File: config.mk
export PLATFORM = sky130hd
export DESIGN_NAME = argument_tokenizer
export DESIGN_NICKNAME = d
export VERILOG_FILES = /design/src/hdl/argtok_pkg.sv /design/src/hdl/argument_tokenizer.sv
export VERILOG_INCLUDE_DIRS = /design/src /design/src/hdl
export SDC_FILE = /design/constraint.sdc
export NUM_CORES = 1
export LEC_CHECK = 0
export BUFFER_PORTS_ARGS = -buffer_cell sky130_fd_sc_hd__buf_2
export CAP_MARGIN = 20
export CORE_MARGIN = 2
export CORE_UTILIZATION = 55
export CTS_CLUSTER_DIAMETER = 30
export CTS_CLUSTER_SIZE = 20
export DETAILED_ROUTE_END_ITERATION = 6
export PLACE_DENSITY = 0.75
export SYNTH_ARGS = -nofsm -noshare
export SYNTH_HDL_FRONTEND = slang
export SYNTH_SLANG_ARGS = --single-unit
File: constraint.sdc
create_clock -name clk -period 8.8 [get_ports clk]
set_input_delay 0.88 -clock clk [delete_from_list [all_inputs] [get_ports clk]]
set_output_delay 0.88 -clock clk [all_outputs]
set_load 0.03 [all_outputs]
File: src/hdl/assert_macros.svh
// Assertion macros shared by the tokenizer RTL.
// Define NO_ASSERTIONS to compile every check away.
`ifndef ASSERT_MACROS_SVH
`define ASSERT_MACROS_SVH

`ifndef NO_ASSERTIONS

`define ASSERT_CLK(lbl, clk, rst_n, prop) \
  lbl: assert property (@(posedge clk) disable iff (!rst_n) prop) \
    else $error("assertion failed");

`define ASSERT_NEVER(lbl, clk, rst_n, expr) \
  lbl: assert property (@(posedge clk) disable iff (!rst_n) !(expr)) \
    else $error("forbidden condition");

`else

`define ASSERT_CLK(lbl, clk, rst_n, prop)

`define ASSERT_NEVER(lbl, clk, rst_n, expr)

`endif

`endif

File: src/hdl/argtok_pkg.sv
// Types, character codes and helpers for the argument tokenizer.
// No dependencies.
package argtok_pkg;

  localparam logic [2:0] KIND_DATA     = 3'd0;
  localparam logic [2:0] KIND_END      = 3'd1;
  localparam logic [2:0] KIND_REDELIM  = 3'd2;
  localparam logic [2:0] KIND_DONE     = 3'd3;
  localparam logic [2:0] KIND_ERROR    = 3'd4;

  localparam logic ERR_TOO_MANY  = 1'b0;
  localparam logic ERR_DOUBLE_WS = 1'b1;

  localparam logic [7:0] CH_NUL   = 8'h00;
  localparam logic [7:0] CH_BS    = 8'h08;
  localparam logic [7:0] CH_TAB   = 8'h09;
  localparam logic [7:0] CH_LF    = 8'h0A;
  localparam logic [7:0] CH_VT    = 8'h0B;
  localparam logic [7:0] CH_FF    = 8'h0C;
  localparam logic [7:0] CH_CR    = 8'h0D;
  localparam logic [7:0] CH_SP    = 8'h20;
  localparam logic [7:0] CH_QUOTE = 8'h22;
  localparam logic [7:0] CH_HASH  = 8'h23;
  localparam logic [7:0] CH_COMMA = 8'h2C;
  localparam logic [7:0] CH_SLASH = 8'h2F;
  localparam logic [7:0] CH_ZERO  = 8'h30;
  localparam logic [7:0] CH_SEVEN = 8'h37;
  localparam logic [7:0] CH_COLON = 8'h3A;
  localparam logic [7:0] CH_SEMI  = 8'h3B;
  localparam logic [7:0] CH_EQ    = 8'h3D;
  localparam logic [7:0] CH_BSL   = 8'h5C;
  localparam logic [7:0] CH_LO_B  = 8'h62;
  localparam logic [7:0] CH_LO_F  = 8'h66;
  localparam logic [7:0] CH_LO_N  = 8'h6E;
  localparam logic [7:0] CH_LO_R  = 8'h72;
  localparam logic [7:0] CH_PIPE  = 8'h7C;

  localparam logic [8:0] NO_DELIM = 9'h100;

  localparam int RES_PER_REQ = 3;
  localparam int FIFO_DEPTH  = 4;
  localparam int PTR_W       = $clog2(FIFO_DEPTH);

  typedef enum logic [1:0] {
    PH_IDLE,
    PH_SKIP,
    PH_BODY,
    PH_DATA
  } phase_t;

  typedef enum logic [1:0] {
    IGN_OFF,
    IGN_COMMENT,
    IGN_ERROR
  } ign_t;

  typedef struct packed {
    logic [7:0] cur_idx;
    logic       in_q;
    logic [8:0] prev_d;
    logic       esc;
    logic       oct_act;
    logic [7:0] oct_val;
    phase_t     phase;
    logic       has_data;
    ign_t       ign;
  } tok_st_t;

  typedef struct packed {
    logic [2:0] kind;
    logic [7:0] data;
    logic [7:0] idx;
    logic [7:0] delim;
    logic       key;
    logic       err;
  } res_t;

  typedef struct packed {
    logic [1:0]                  cnt;
    res_t [RES_PER_REQ-1:0]      res;
  } bundle_t;

  localparam tok_st_t ST_START = '{
    cur_idx:  8'd0,
    in_q:     1'b0,
    prev_d:   NO_DELIM,
    esc:      1'b0,
    oct_act:  1'b0,
    oct_val:  8'd0,
    phase:    PH_IDLE,
    has_data: 1'b0,
    ign:      IGN_OFF
  };

  function automatic logic is_ws(logic [7:0] c);
    return c inside {CH_SP, CH_TAB, CH_LF, CH_VT, CH_FF, CH_CR};
  endfunction

  function automatic logic is_octal(logic [7:0] c);
    return (c >= CH_ZERO) && (c <= CH_SEVEN);
  endfunction

  function automatic logic is_delim(logic [7:0] c);
    return c inside {CH_SP, CH_TAB, CH_LF, CH_CR, CH_COMMA,
                     CH_SEMI, CH_HASH, CH_COLON, CH_SLASH, CH_PIPE};
  endfunction

  function automatic res_t mk_res(logic [2:0] kind, logic [7:0] data, logic [7:0] idx,
                                  logic [7:0] delim, logic key, logic err);
    res_t r;
    r.kind  = kind;
    r.data  = data;
    r.idx   = idx;
    r.delim = delim;
    r.key   = key;
    r.err   = err;
    return r;
  endfunction

  function automatic tok_st_t take_byte(tok_st_t s, logic [7:0] b);
    tok_st_t t;
    t = s;
    if (t.phase == PH_BODY) begin
      t.phase    = PH_DATA;
      t.has_data = (b != CH_NUL);
    end
    t.prev_d = NO_DELIM;
    return t;
  endfunction

endpackage

File: src/hdl/argument_tokenizer.sv
// Argument tokenizer top level: per-character decode and result queue.
// Depends on argtok_pkg and assert_macros.svh.
//
// Takes one character per cycle unless stalled; each request is decoded in
// the cycle it is accepted and yields zero to three results (a data byte,
// a field end, a redelimit, done or error), which queue as one bundle in a
// four-deep buffer and leave one per cycle unless out_stall is high. A
// stream with at most one result per character runs at one character per
// clock; characters with more results fill the buffer, and in_stall rises
// only when all four slots are full. Write field_limit only while idle.
`include "assert_macros.svh"

module argument_tokenizer
  import argtok_pkg::*;
(
  input  logic       clk,
  input  logic       rst_n,
  input  logic       in_valid,
  output logic       in_stall,
  input  logic [7:0] in_char_code,
  output logic       out_valid,
  input  logic       out_stall,
  output logic [2:0] out_kind,
  output logic [7:0] out_data_byte,
  output logic [7:0] out_field_index,
  output logic [7:0] out_delimiter,
  output logic       out_is_key,
  output logic       out_error_code,
  output logic       out_last,
  input  logic       cfg_wr_en,
  input  logic [7:0] cfg_wr_data
);

  logic [7:0]       field_limit_r;
  tok_st_t          st_r, st_nxt;
  bundle_t          fifo_r [FIFO_DEPTH];
  logic [PTR_W-1:0] wr_ptr_r, rd_ptr_r;
  logic [PTR_W:0]   fifo_cnt_r;
  logic [1:0]       sub_r;

  logic             in_acc, out_acc, push, pop;
  logic [1:0]       n;
  res_t [RES_PER_REQ-1:0] res;
  bundle_t          head;
  res_t             cur_res;

  logic [7:0]       c;
  logic             go, redelim, dbl_ws;
  logic signed [9:0] lim_m2;
  logic [7:0]       bval;

  assign c      = in_char_code;
  assign lim_m2 = $signed({2'b00, field_limit_r}) - 10'sd2;

  always_comb begin
    st_nxt  = st_r;
    n       = 2'd0;
    res     = '0;
    go      = 1'b1;
    redelim = 1'b0;
    dbl_ws  = 1'b0;
    bval    = c;
    if (c == CH_NUL) begin
      st_nxt.esc = 1'b0;
      if (st_nxt.oct_act && st_nxt.ign == IGN_OFF) begin
        st_nxt.oct_act = 1'b0;
        res[n] = mk_res(KIND_DATA, st_nxt.oct_val, st_nxt.cur_idx, CH_NUL, 1'b0, 1'b0);
        n      = n + 2'd1;
        st_nxt = take_byte(st_nxt, st_nxt.oct_val);
      end
      if (st_nxt.ign == IGN_ERROR) begin
        n = 2'd0;
      end else begin
        if (st_nxt.ign == IGN_OFF && st_nxt.phase != PH_IDLE) begin
          if (!st_nxt.has_data && (st_nxt.prev_d == {1'b0, CH_SEMI} ||
                                   st_nxt.prev_d == {1'b0, CH_HASH})) begin
            st_nxt.ign = IGN_COMMENT;
          end else begin
            res[n] = mk_res(KIND_END, CH_NUL, st_nxt.cur_idx, CH_NUL, 1'b0, 1'b0);
            n      = n + 2'd1;
            st_nxt.cur_idx = st_nxt.cur_idx + 8'd1;
            st_nxt.phase   = PH_IDLE;
          end
        end
        res[n] = mk_res(KIND_DONE, CH_NUL, st_nxt.cur_idx, CH_NUL, 1'b0, 1'b0);
        n      = n + 2'd1;
      end
      st_nxt = ST_START;
    end else if (st_r.ign != IGN_OFF) begin
      n = 2'd0;
    end else if (st_r.esc) begin
      st_nxt.esc = 1'b0;
      if (is_octal(c)) begin
        st_nxt.oct_act = 1'b1;
        st_nxt.oct_val = {5'd0, c[2:0]};
        st_nxt.prev_d  = NO_DELIM;
      end else begin
        case (c)
          CH_LO_R: bval = CH_CR;
          CH_LO_N: bval = CH_LF;
          CH_LO_B: bval = CH_BS;
          CH_LO_F: bval = CH_FF;
          default: bval = c;
        endcase
        res[n] = mk_res(KIND_DATA, bval, st_nxt.cur_idx, CH_NUL, 1'b0, 1'b0);
        n      = n + 2'd1;
        st_nxt = take_byte(st_nxt, bval);
      end
    end else begin
      if (st_nxt.oct_act) begin
        if (is_octal(c)) begin
          st_nxt.oct_val = {st_nxt.oct_val[4:0], c[2:0]};
          go = 1'b0;
        end else begin
          st_nxt.oct_act = 1'b0;
          res[n] = mk_res(KIND_DATA, st_nxt.oct_val, st_nxt.cur_idx, CH_NUL, 1'b0, 1'b0);
          n      = n + 2'd1;
          st_nxt = take_byte(st_nxt, st_nxt.oct_val);
        end
      end
      if (go && st_nxt.phase == PH_IDLE) begin
        if ($signed({2'b00, st_nxt.cur_idx}) >= lim_m2) begin
          st_nxt.ign = IGN_ERROR;
          res[n] = mk_res(KIND_ERROR, CH_NUL, 8'd0, CH_NUL, 1'b0, ERR_TOO_MANY);
          n      = n + 2'd1;
          go     = 1'b0;
        end else begin
          st_nxt.phase    = PH_SKIP;
          st_nxt.in_q     = 1'b0;
          st_nxt.has_data = 1'b0;
        end
      end
      if (go && st_nxt.phase == PH_SKIP) begin
        if (is_ws(c)) begin
          go = 1'b0;
        end else begin
          st_nxt.phase = PH_BODY;
        end
      end
      if (go) begin
        if (c == CH_QUOTE) begin
          st_nxt.in_q   = ~st_nxt.in_q;
          st_nxt.prev_d = NO_DELIM;
        end else if (c == CH_BSL) begin
          st_nxt.esc    = 1'b1;
          st_nxt.prev_d = NO_DELIM;
        end else if ((c == CH_EQ || is_delim(c)) && st_nxt.in_q) begin
          res[n] = mk_res(KIND_DATA, c, st_nxt.cur_idx, CH_NUL, 1'b0, 1'b0);
          n      = n + 2'd1;
          st_nxt = take_byte(st_nxt, c);
        end else if (c == CH_EQ) begin
          res[n] = mk_res(KIND_END, CH_NUL, st_nxt.cur_idx + 8'd1, CH_EQ, 1'b1, 1'b0);
          n      = n + 2'd1;
          st_nxt.cur_idx = st_nxt.cur_idx + 8'd2;
          st_nxt.prev_d  = {1'b0, CH_EQ};
          st_nxt.phase   = PH_IDLE;
        end else if (is_delim(c)) begin
          if (st_nxt.prev_d != NO_DELIM && is_ws(st_nxt.prev_d[7:0])) begin
            if (is_ws(c)) begin
              dbl_ws = 1'b1;
            end else if (c != CH_SEMI && c != CH_HASH) begin
              redelim = 1'b1;
            end
          end
          if (dbl_ws) begin
            st_nxt.ign = IGN_ERROR;
            res[n] = mk_res(KIND_ERROR, CH_NUL, 8'd0, CH_NUL, 1'b0, ERR_DOUBLE_WS);
            n      = n + 2'd1;
          end else begin
            st_nxt.prev_d = {1'b0, c};
            if (redelim) begin
              st_nxt.phase = PH_IDLE;
              res[n] = mk_res(KIND_REDELIM, CH_NUL, st_nxt.cur_idx - 8'd1, c, 1'b0, 1'b0);
              n      = n + 2'd1;
            end else if (!st_nxt.has_data && (c == CH_SEMI || c == CH_HASH)) begin
              st_nxt.ign = IGN_COMMENT;
            end else begin
              res[n] = mk_res(KIND_END, CH_NUL, st_nxt.cur_idx, c, 1'b0, 1'b0);
              n      = n + 2'd1;
              st_nxt.cur_idx = st_nxt.cur_idx + 8'd1;
              st_nxt.phase   = PH_IDLE;
            end
          end
        end else begin
          res[n] = mk_res(KIND_DATA, c, st_nxt.cur_idx, CH_NUL, 1'b0, 1'b0);
          n      = n + 2'd1;
          st_nxt = take_byte(st_nxt, c);
        end
      end
    end
  end

  assign in_stall  = (fifo_cnt_r == (PTR_W+1)'(FIFO_DEPTH));
  assign in_acc    = in_valid && !in_stall;
  assign push      = in_acc && (n != 2'd0);
  assign out_valid = (fifo_cnt_r != '0);
  assign out_acc   = out_valid && !out_stall;
  assign head      = fifo_r[rd_ptr_r];
  assign cur_res   = head.res[sub_r];
  assign out_last  = (sub_r == head.cnt - 2'd1);
  assign pop       = out_acc && out_last;

  assign out_kind        = cur_res.kind;
  assign out_data_byte   = cur_res.data;
  assign out_field_index = cur_res.idx;
  assign out_delimiter   = cur_res.delim;
  assign out_is_key      = cur_res.key;
  assign out_error_code  = cur_res.err;

  always_ff @(posedge clk) begin
    if (!rst_n) begin
      field_limit_r <= 8'd255;
      st_r          <= ST_START;
      wr_ptr_r      <= '0;
      rd_ptr_r      <= '0;
      fifo_cnt_r    <= '0;
      sub_r         <= 2'd0;
    end else begin
      if (cfg_wr_en) begin
        field_limit_r <= cfg_wr_data;
      end
      if (in_acc) begin
        st_r <= st_nxt;
      end
      if (push) begin
        wr_ptr_r <= wr_ptr_r + PTR_W'(1);
      end
      if (pop) begin
        rd_ptr_r <= rd_ptr_r + PTR_W'(1);
        sub_r    <= 2'd0;
      end else if (out_acc) begin
        sub_r <= sub_r + 2'd1;
      end
      if (push && !pop) begin
        fifo_cnt_r <= fifo_cnt_r + (PTR_W+1)'(1);
      end else if (pop && !push) begin
        fifo_cnt_r <= fifo_cnt_r - (PTR_W+1)'(1);
      end
    end
  end

  always_ff @(posedge clk) begin
    if (push) begin
      fifo_r[wr_ptr_r] <= '{cnt: n, res: res};
    end
  end

  `ASSERT_NEVER(a_fifo_over, clk, rst_n, fifo_cnt_r > (PTR_W+1)'(FIFO_DEPTH))
  `ASSERT_CLK(a_sub_in_range, clk, rst_n, out_valid |-> (head.cnt != 2'd0 && sub_r < head.cnt))
  `ASSERT_CLK(a_push_visible, clk, rst_n, push |=> out_valid)
  `ASSERT_CLK(a_nul_gives_done, clk, rst_n,
    (in_acc && in_char_code == CH_NUL && st_r.ign != IGN_ERROR) |->
      (n != 2'd0 && res[n - 2'd1].kind == KIND_DONE))

endmodule
-- Word-level counts from Yosys, hierarchy flattened
Memories as Yosys holds them, arrays and structs flattened. A register that Yosys moved wholly into a read port is not among the register bits.
Index checks and enable logic that the tools add are counted.
- memories kept: 1
- output and inout port bits: 32
- RAM bits: 356
- word-level logic and storage cells: 329
- flip-flop bits (word level): 50
- mux-type cells: 189
- add/sub/neg operators: 15
- order comparisons: 12
- bitwise logic cells: 8
- reduce and logical (&&, ||, !) cells: 49
- equality and inequality tests: 41
- memories (memory ; words ; bits a word ; read ports ; clocked after memory_dff ; wr ports ; RTL line ; RTL):
    fifo_r ; 4 ; 89 ; 1 ; 1 ; 1 ; argument_tokenizer.sv:36 ; bundle_t fifo_r [FIFO_DEPTH];
- operators with widths (cell ; number):
    $mux W87 ; 21
    $bwmux W87 ; 6
    $mux W33 ; 9
    $mux W29 ; 10
    $demux W29 S2 ; 4
    $mux W8 ; 15
    $mux W26 ; 4
    $mux W2 ; 44
    $and A28 B84 Y84 ; 1
    $not A84 Y84 ; 1
    $and A81 B81 Y81 ; 1
    $not A81 Y81 ; 1
    $eq A8 B4 Y1 const B ; 10
    $eq A8 B6 Y1 const B ; 9
    $bmux W29 S2 ; 1
    $mux W58 ; 1
    $eq A8 B7 Y1 const B ; 6
    $mux W1 ; 48
    $mux W24 ; 2
    $mux W9 ; 5
    $pmux W8 S4 ; 1
    $mux W5 ; 6
    $reduce_bool A8 Y1 ; 3
    $mux W3 ; 7
    44 further kinds ; 98

-- Longest topological paths before layout
- word-level depth: 40
- gate-level depth with buffers: 27

-- Worst setup path after synthesis
Ideal clock, no wire load.
- path type: flip-flop to flip-flop
- from: register field_limit_r[3]
- to: memory fifo_r[0][0] in the netlist's numbering, enable pin
- library setup time: 0.456 ns
- cell stages (with the launch flop): 21
- period minus slack after synthesis: 6.489 ns
- buffers on the path: 1
- slack: 2.311 ns
- data arrival time: 6.032 ns
- cells stage by stage: dfxtp_1 > or4_1 > nor2_1 > xnor2_1 > ha_1 > and3_1 > a21oi_1 > and3_4 > and2_1 > inv_1 > ha_1 > nand2_1 > o21ai_0 > a21o_1 > ha_1 > or3_1 > o32a_1 > o31ai_1 > o21a_1 > buf_6 > and2_1
- word-level cells in the longest chain between the ends: 25
- elaborated cells between the ends (all ways): 49
- those cells by class: 2 x add/sub; 1 x order compare; 1 x eq/ne; 39 x mux; 6 x reduce/logical
- RTL lines (what ; RTL line ; RTL):
    start, declared ; argument_tokenizer.sv:34 ; logic [7:0] field_limit_r;
    start signal, assigned ; argument_tokenizer.sv:220 ; field_limit_r <= cfg_wr_data;
    $sub A8 B2 Y9 (*) ; argument_tokenizer.sv:53 ; assign lim_m2 = $signed({2'b00, field_limit_r}) - 10'sd2;
    $ge A9 B9 Y1 (*) ; argument_tokenizer.sv:122 ; if ($signed({2'b00, st_nxt.cur_idx}) >= lim_m2) begin
    branches (longest 15 deep; another with $add A2 B1 Y2) ; -- ;
    $mux W2 (*) ; argument_tokenizer.sv:140 ; if (go) begin
    $mux W2 (*) ; argument_tokenizer.sv:91 ; end else if (st_r.esc) begin
    $mux W2 (*) ; argument_tokenizer.sv:89 ; end else if (st_r.ign != IGN_OFF) begin
    $mux W2 (*) ; argument_tokenizer.sv:63 ; if (c == CH_NUL) begin
    net n[1] ; argument_tokenizer.sv:42 ; logic [1:0] n;
    $reduce_bool A2 Y1 (*) ; argument_tokenizer.sv:195 ; assign push = in_acc && (n != 2'd0);
    $logic_and A1 B1 Y1 (*) ; argument_tokenizer.sv:195 ;
    net push ; argument_tokenizer.sv:41 ; logic in_acc, out_acc, push, pop;
    $mux W1 (*) ; argument_tokenizer.sv:243 ; if (push) begin
    $mux W1 (implied by the code) (*) ; argument_tokenizer.sv:244 ; fifo_r[wr_ptr_r] <= '{cnt: n, res: res};
    end, declared ; argument_tokenizer.sv:36 ;
Mark *: on every way through the listed nets, which the timed path passes. The select of a mux whose other input is x is not followed.

-- Worst setup path in the final report
- from: register field_limit_r[3]
- to: memory fifo_r[0][71] in the netlist's numbering, enable pin
- word-level cells in the longest chain between the ends: 25
- elaborated cells between the ends (all ways): 49
- those cells by class: 2 x add/sub; 1 x order compare; 1 x eq/ne; 39 x mux; 6 x reduce/logical
- RTL lines (what ; RTL line):
    $sub A8 B2 Y9 (*) ; argument_tokenizer.sv:53
    $ge A9 B9 Y1 (*) ; argument_tokenizer.sv:122
    branches (longest 15 deep; another with $add A2 B1 Y2) ; --
    $mux W2 (*) ; argument_tokenizer.sv:140
    $mux W2 (*) ; argument_tokenizer.sv:91
    $mux W2 (*) ; argument_tokenizer.sv:89
    $mux W2 (*) ; argument_tokenizer.sv:63
    net n[1] ; argument_tokenizer.sv:42
    $reduce_bool A2 Y1 (*) ; argument_tokenizer.sv:195
    $logic_and A1 B1 Y1 (*) ; argument_tokenizer.sv:195
    $mux W1 (*) ; argument_tokenizer.sv:243
    $mux W1 (implied by the code) (*) ; argument_tokenizer.sv:244
Marked as above.

==> results by group <==
Final layout
  • Share of post-route cells with drive strength above 1: 20.4%
  • Fin nets: 1641
  • Final design area excluding fillers: 0.0232 mm2
  • Layout area overhead: 18.1%

Critical path
  • Startpoint Class: flop
  • R2R Setup Slk: 2.60 ns
  • Crit-path slowest cell: and2_4
  • Reg-to-Reg Start: field_limit_r[3]
  • Crit end category: flop
  • Crit path DAT: 6.42 ns
  • WP data required: 9.02 ns
  • Max Fanout on Critical Path: 54
  • R2r endpoint: fifo_r[0][71]
  • Crit Path Category: reg -> reg
  • Cell Chain, Critical Path: or4_1, nor2_1, xnor2_1, ha_1, and3_1, a21oi_1, and3_4, and2_1, inv_1, ha_1, nand2_1, o21ai_0, a21o_1, ha_1, or3_1, o32a_1, o31ai_1, o21a_1, and2_4, buf_4
  • Worst reg2reg path depth: 20
  • Crit path launch: field_limit_r[3]
  • Worst stage delay on the critical path: 0.73 ns
  • Crit path top cell by count: ha_1

Power and ir drop
  • Tot Pwr: 6.88 mW
  • P_leak: 8.03 nW
  • Max VDD drop: 0.213 mV
  • PwrDens: 297 mW/mm2

Yosys
  • Synthesized area per cell: 12.9 um2
  • Yosys warns: 0
  • Synth Register Bits: 404
  • Synth cell types: 87
  • Mux contribution to synthesized area: 12.4%
  • Post-synth top area share: 53.9%
  • EDFF count, synth: 352
  • Register area share after synthesis: 59.2%
  • Largest cells by area after synthesis: edfxtp_1 54%, mux4_2 10%, dfxtp_1 5.3%
  • Ys flop type: edfxtp_1
  • Synth Area in XOR/XNOR: 0.982%
  • Post-Synth Simple-Gate Area: 10.8%
  • Largest family of logic cells by synthesized area: multiplexers
  • FFs w/ async S/R, synth: 0%
  • Cells after Synth: 1525
  • Most frequent cell after synthesis: edfxtp_1
  • Synth Area in Compound Gates: 12.0%
  • Mapped cell area: 0.0196 mm2
  • Adder-cell share of the synthesized area: 1.89%
  • Largest area contributor in the netlist: edfxtp_1
  • Synth top cells by count: 352 x edfxtp_1, 143 x nand2_1, 102 x o21ai_0

Detailed routing
  • Met1 wire length: 21.8 mm
  • Total routed wirelength: 55.3 mm
  • WL/cell: 26.1 um
  • Detail Route Antenna Nets: 0
  • Met2 wire len: 26.4 mm
  • Drt via density: 6.59
  • Met3 WL: 5.29 mm
  • Vias: 13900
  • Highest routed layer: met4
  • Initial DRC count: 1841
  • DRT Pass-1 Iters: 7
  • DRC Markers: 3

Floorplan
  • Row cnt: 69
  • Core area: 0.0353 mm2
  • Die X-Extent: 193 um
  • Initial Util: 55.6%
  • I/O pin cnt: 53
  • Die H: 193 um
  • Die area: 0.0372 mm2

GRT
  • All-Layer GR Usage: 30.7%
  • Number of global-route vias before repair: 14100
  • First-pass GRT wire length: 84.5 mm
  • Antenna violations before repair: 1
  • Grt ovf: 0
  • Largest net degree at the start of global routing: 63

Clocking
  • Clk root buf: clkbuf_16
  • Clock slew at reported path FFs: 0.05 ns
  • Hold-fix buffers, CTS: 0
  • H-tree Lvls: 3
  • # Post-CTS Setup Buffers: 0
  • CTS sink cnt: 404
  • Max clock buf depth: 3
  • TritonCTS clock tree: built
  • Post-CTS Resized: 0
  • Clock buffer count from CTS: 78
  • Clock Latency Late Sink: 0.60 ns

STA
  • Max-slew headroom: 30.7%
  • Setup tns final: 0 ns
  • Final hold violation count: 0
  • RSZ-0062 raised after global routing: no
  • Fin crit share: 70.5%
  • Tightest Pin Transition: 1.03 ns
  • Pins Over Slew Limit: 0
  • Max Freq: 0.161 GHz
  • Final Critical Period: 6.20 ns
  • Clock skew: 0.0275 ns
  • Final setup violation count: 0

Placed design
  • Routability cong.: 0.958
  • DP Wirelength: 34.0 mm
  • IO Port Bufs: 52
  • DP Area: 0.0203 mm2

Status
  • Status: complete, but fails checks
  • Failing checks: design-rule violations

Min path
  • Hold Path Origin: st_r[23]
  • Hold Crit Depth: 2
  • Hold Path Class: reg -> reg
  • Worst Hold End: st_r[23]

Flow run
  • Max Cap Violations: 0
-- power by group --
| part | switching, mW | leakage, nW | internal, mW | total (mW) |
|---|---|---|---|---|
| registers | 0.0977 | 3.79 | 2.32 | 2.42 |
| logic | 0.804 | 2.85 | 0.438 | 1.24 |
| clock network | 1.04 | 1.39 | 2.18 | 3.22 |
-- placed cells by master, fill, tap and decap left out, types with 17 or more instances in the layout --
master / synthesis / layout
nor2_1: 99 / 99
ha_1: 28 / 28
and2_1: 26 / 22
dfxtp_1: 52 / 49
edfxtp_1: 352 / 352
a21boi_0: 20 / 20
buf_4: 2 / 23
mux4_2: 88 / 88
clkbuf_16: 0 / 82
buf_2: 18 / 52
nand3_1: 31 / 31
a21oi_1: 77 / 77
inv_1: 34 / 34
nor3_1: 40 / 39
nor2b_1: 22 / 21
mux2i_1: 41 / 41
and3_1: 17 / 17
o21ai_0: 102 / 102
nand2_1: 143 / 143
-- layer usage --
metal | vias up | track usage (%)
met5 | - | 0
met4 | 0 | 11.5
met3 | 146 | 7.77
met2 | 818 | 49.1
met1 | 6915 | 40.6
li1 | 6056 | -
-- worst max-delay path: cells and delay by family (launching register included) --
family	cells	cell delay, ns
AND/OR/NAND/NOR	8	2.51
AO/OA/AOI/OAI	6	1.28
adder cells (fa/ha/maj)	3	0.80
buffers and inverters	2	0.69
flip-flops	1	0.34
XOR/XNOR	1	0.13
-- registers in the layout, summed over array words and instances (netlist names), named ones only --
register,cells
field_limit_r,8
fifo_cnt_r,3
fifo_r,352
rd_ptr_r,2
st_r,33
sub_r,2
wr_ptr_r,2
-- how the worst max path moves through the flow --
| stage | slack, ns | cells after the start | endpoint |
|---|---|---|---|
| floorplan | 2.31 | 20 | fifo_r[0][0] |
| global placement | 2.46 | 13 | fifo_r[0][71] |
| detailed placement | 2.38 | 13 | fifo_r[0][12] |
| CTS | 2.60 | 20 | fifo_r[0][11] |
| global route | 2.20 | 20 | fifo_r[2][70] |
| finish | 2.60 | 20 | fifo_r[0][71] |
-- final cells by class --
| type | instances | area [um2] |
|---|---|---|
| fill | 2427 | 12100 |
| sequential | 404 | 11600 |
| multi-input combinational | 996 | 7520 |
| clock buffer | 90 | 2110 |
| clock inverter | 53 | 769 |
| tap | 461 | 577 |
| timing repair buffer | 76 | 438 |
| inverter | 35 | 131 |
| antenna | 1 | 2.50 |
-- metrics by stage --
step | hold WS, ns | worst slack (ns) | cells | utilization (%)
finish | 0.493 | 2.60 | 2116 | 65.6
global route | 0.512 | 2.20 | 2116 | 65.6
CTS | 0.487 | 2.60 | 2113 | 65.6
detailed placement | 0.477 | 2.38 | 1970 | 57.4
global placement | 0.466 | 2.46 | 1970 | 57.4
floorplan | 0.435 | 2.31 | 1536 | -
-- cell families after synthesis --
family,after synthesis
and+or+nand+nor,441
DFF,404
AOI/OAI and AO/OA,360
buffers and inverters,136
muxes,132
adders and majority gates,29
xor gates and xnor gates,22
other,1
(Power assumes the default switching activity.)
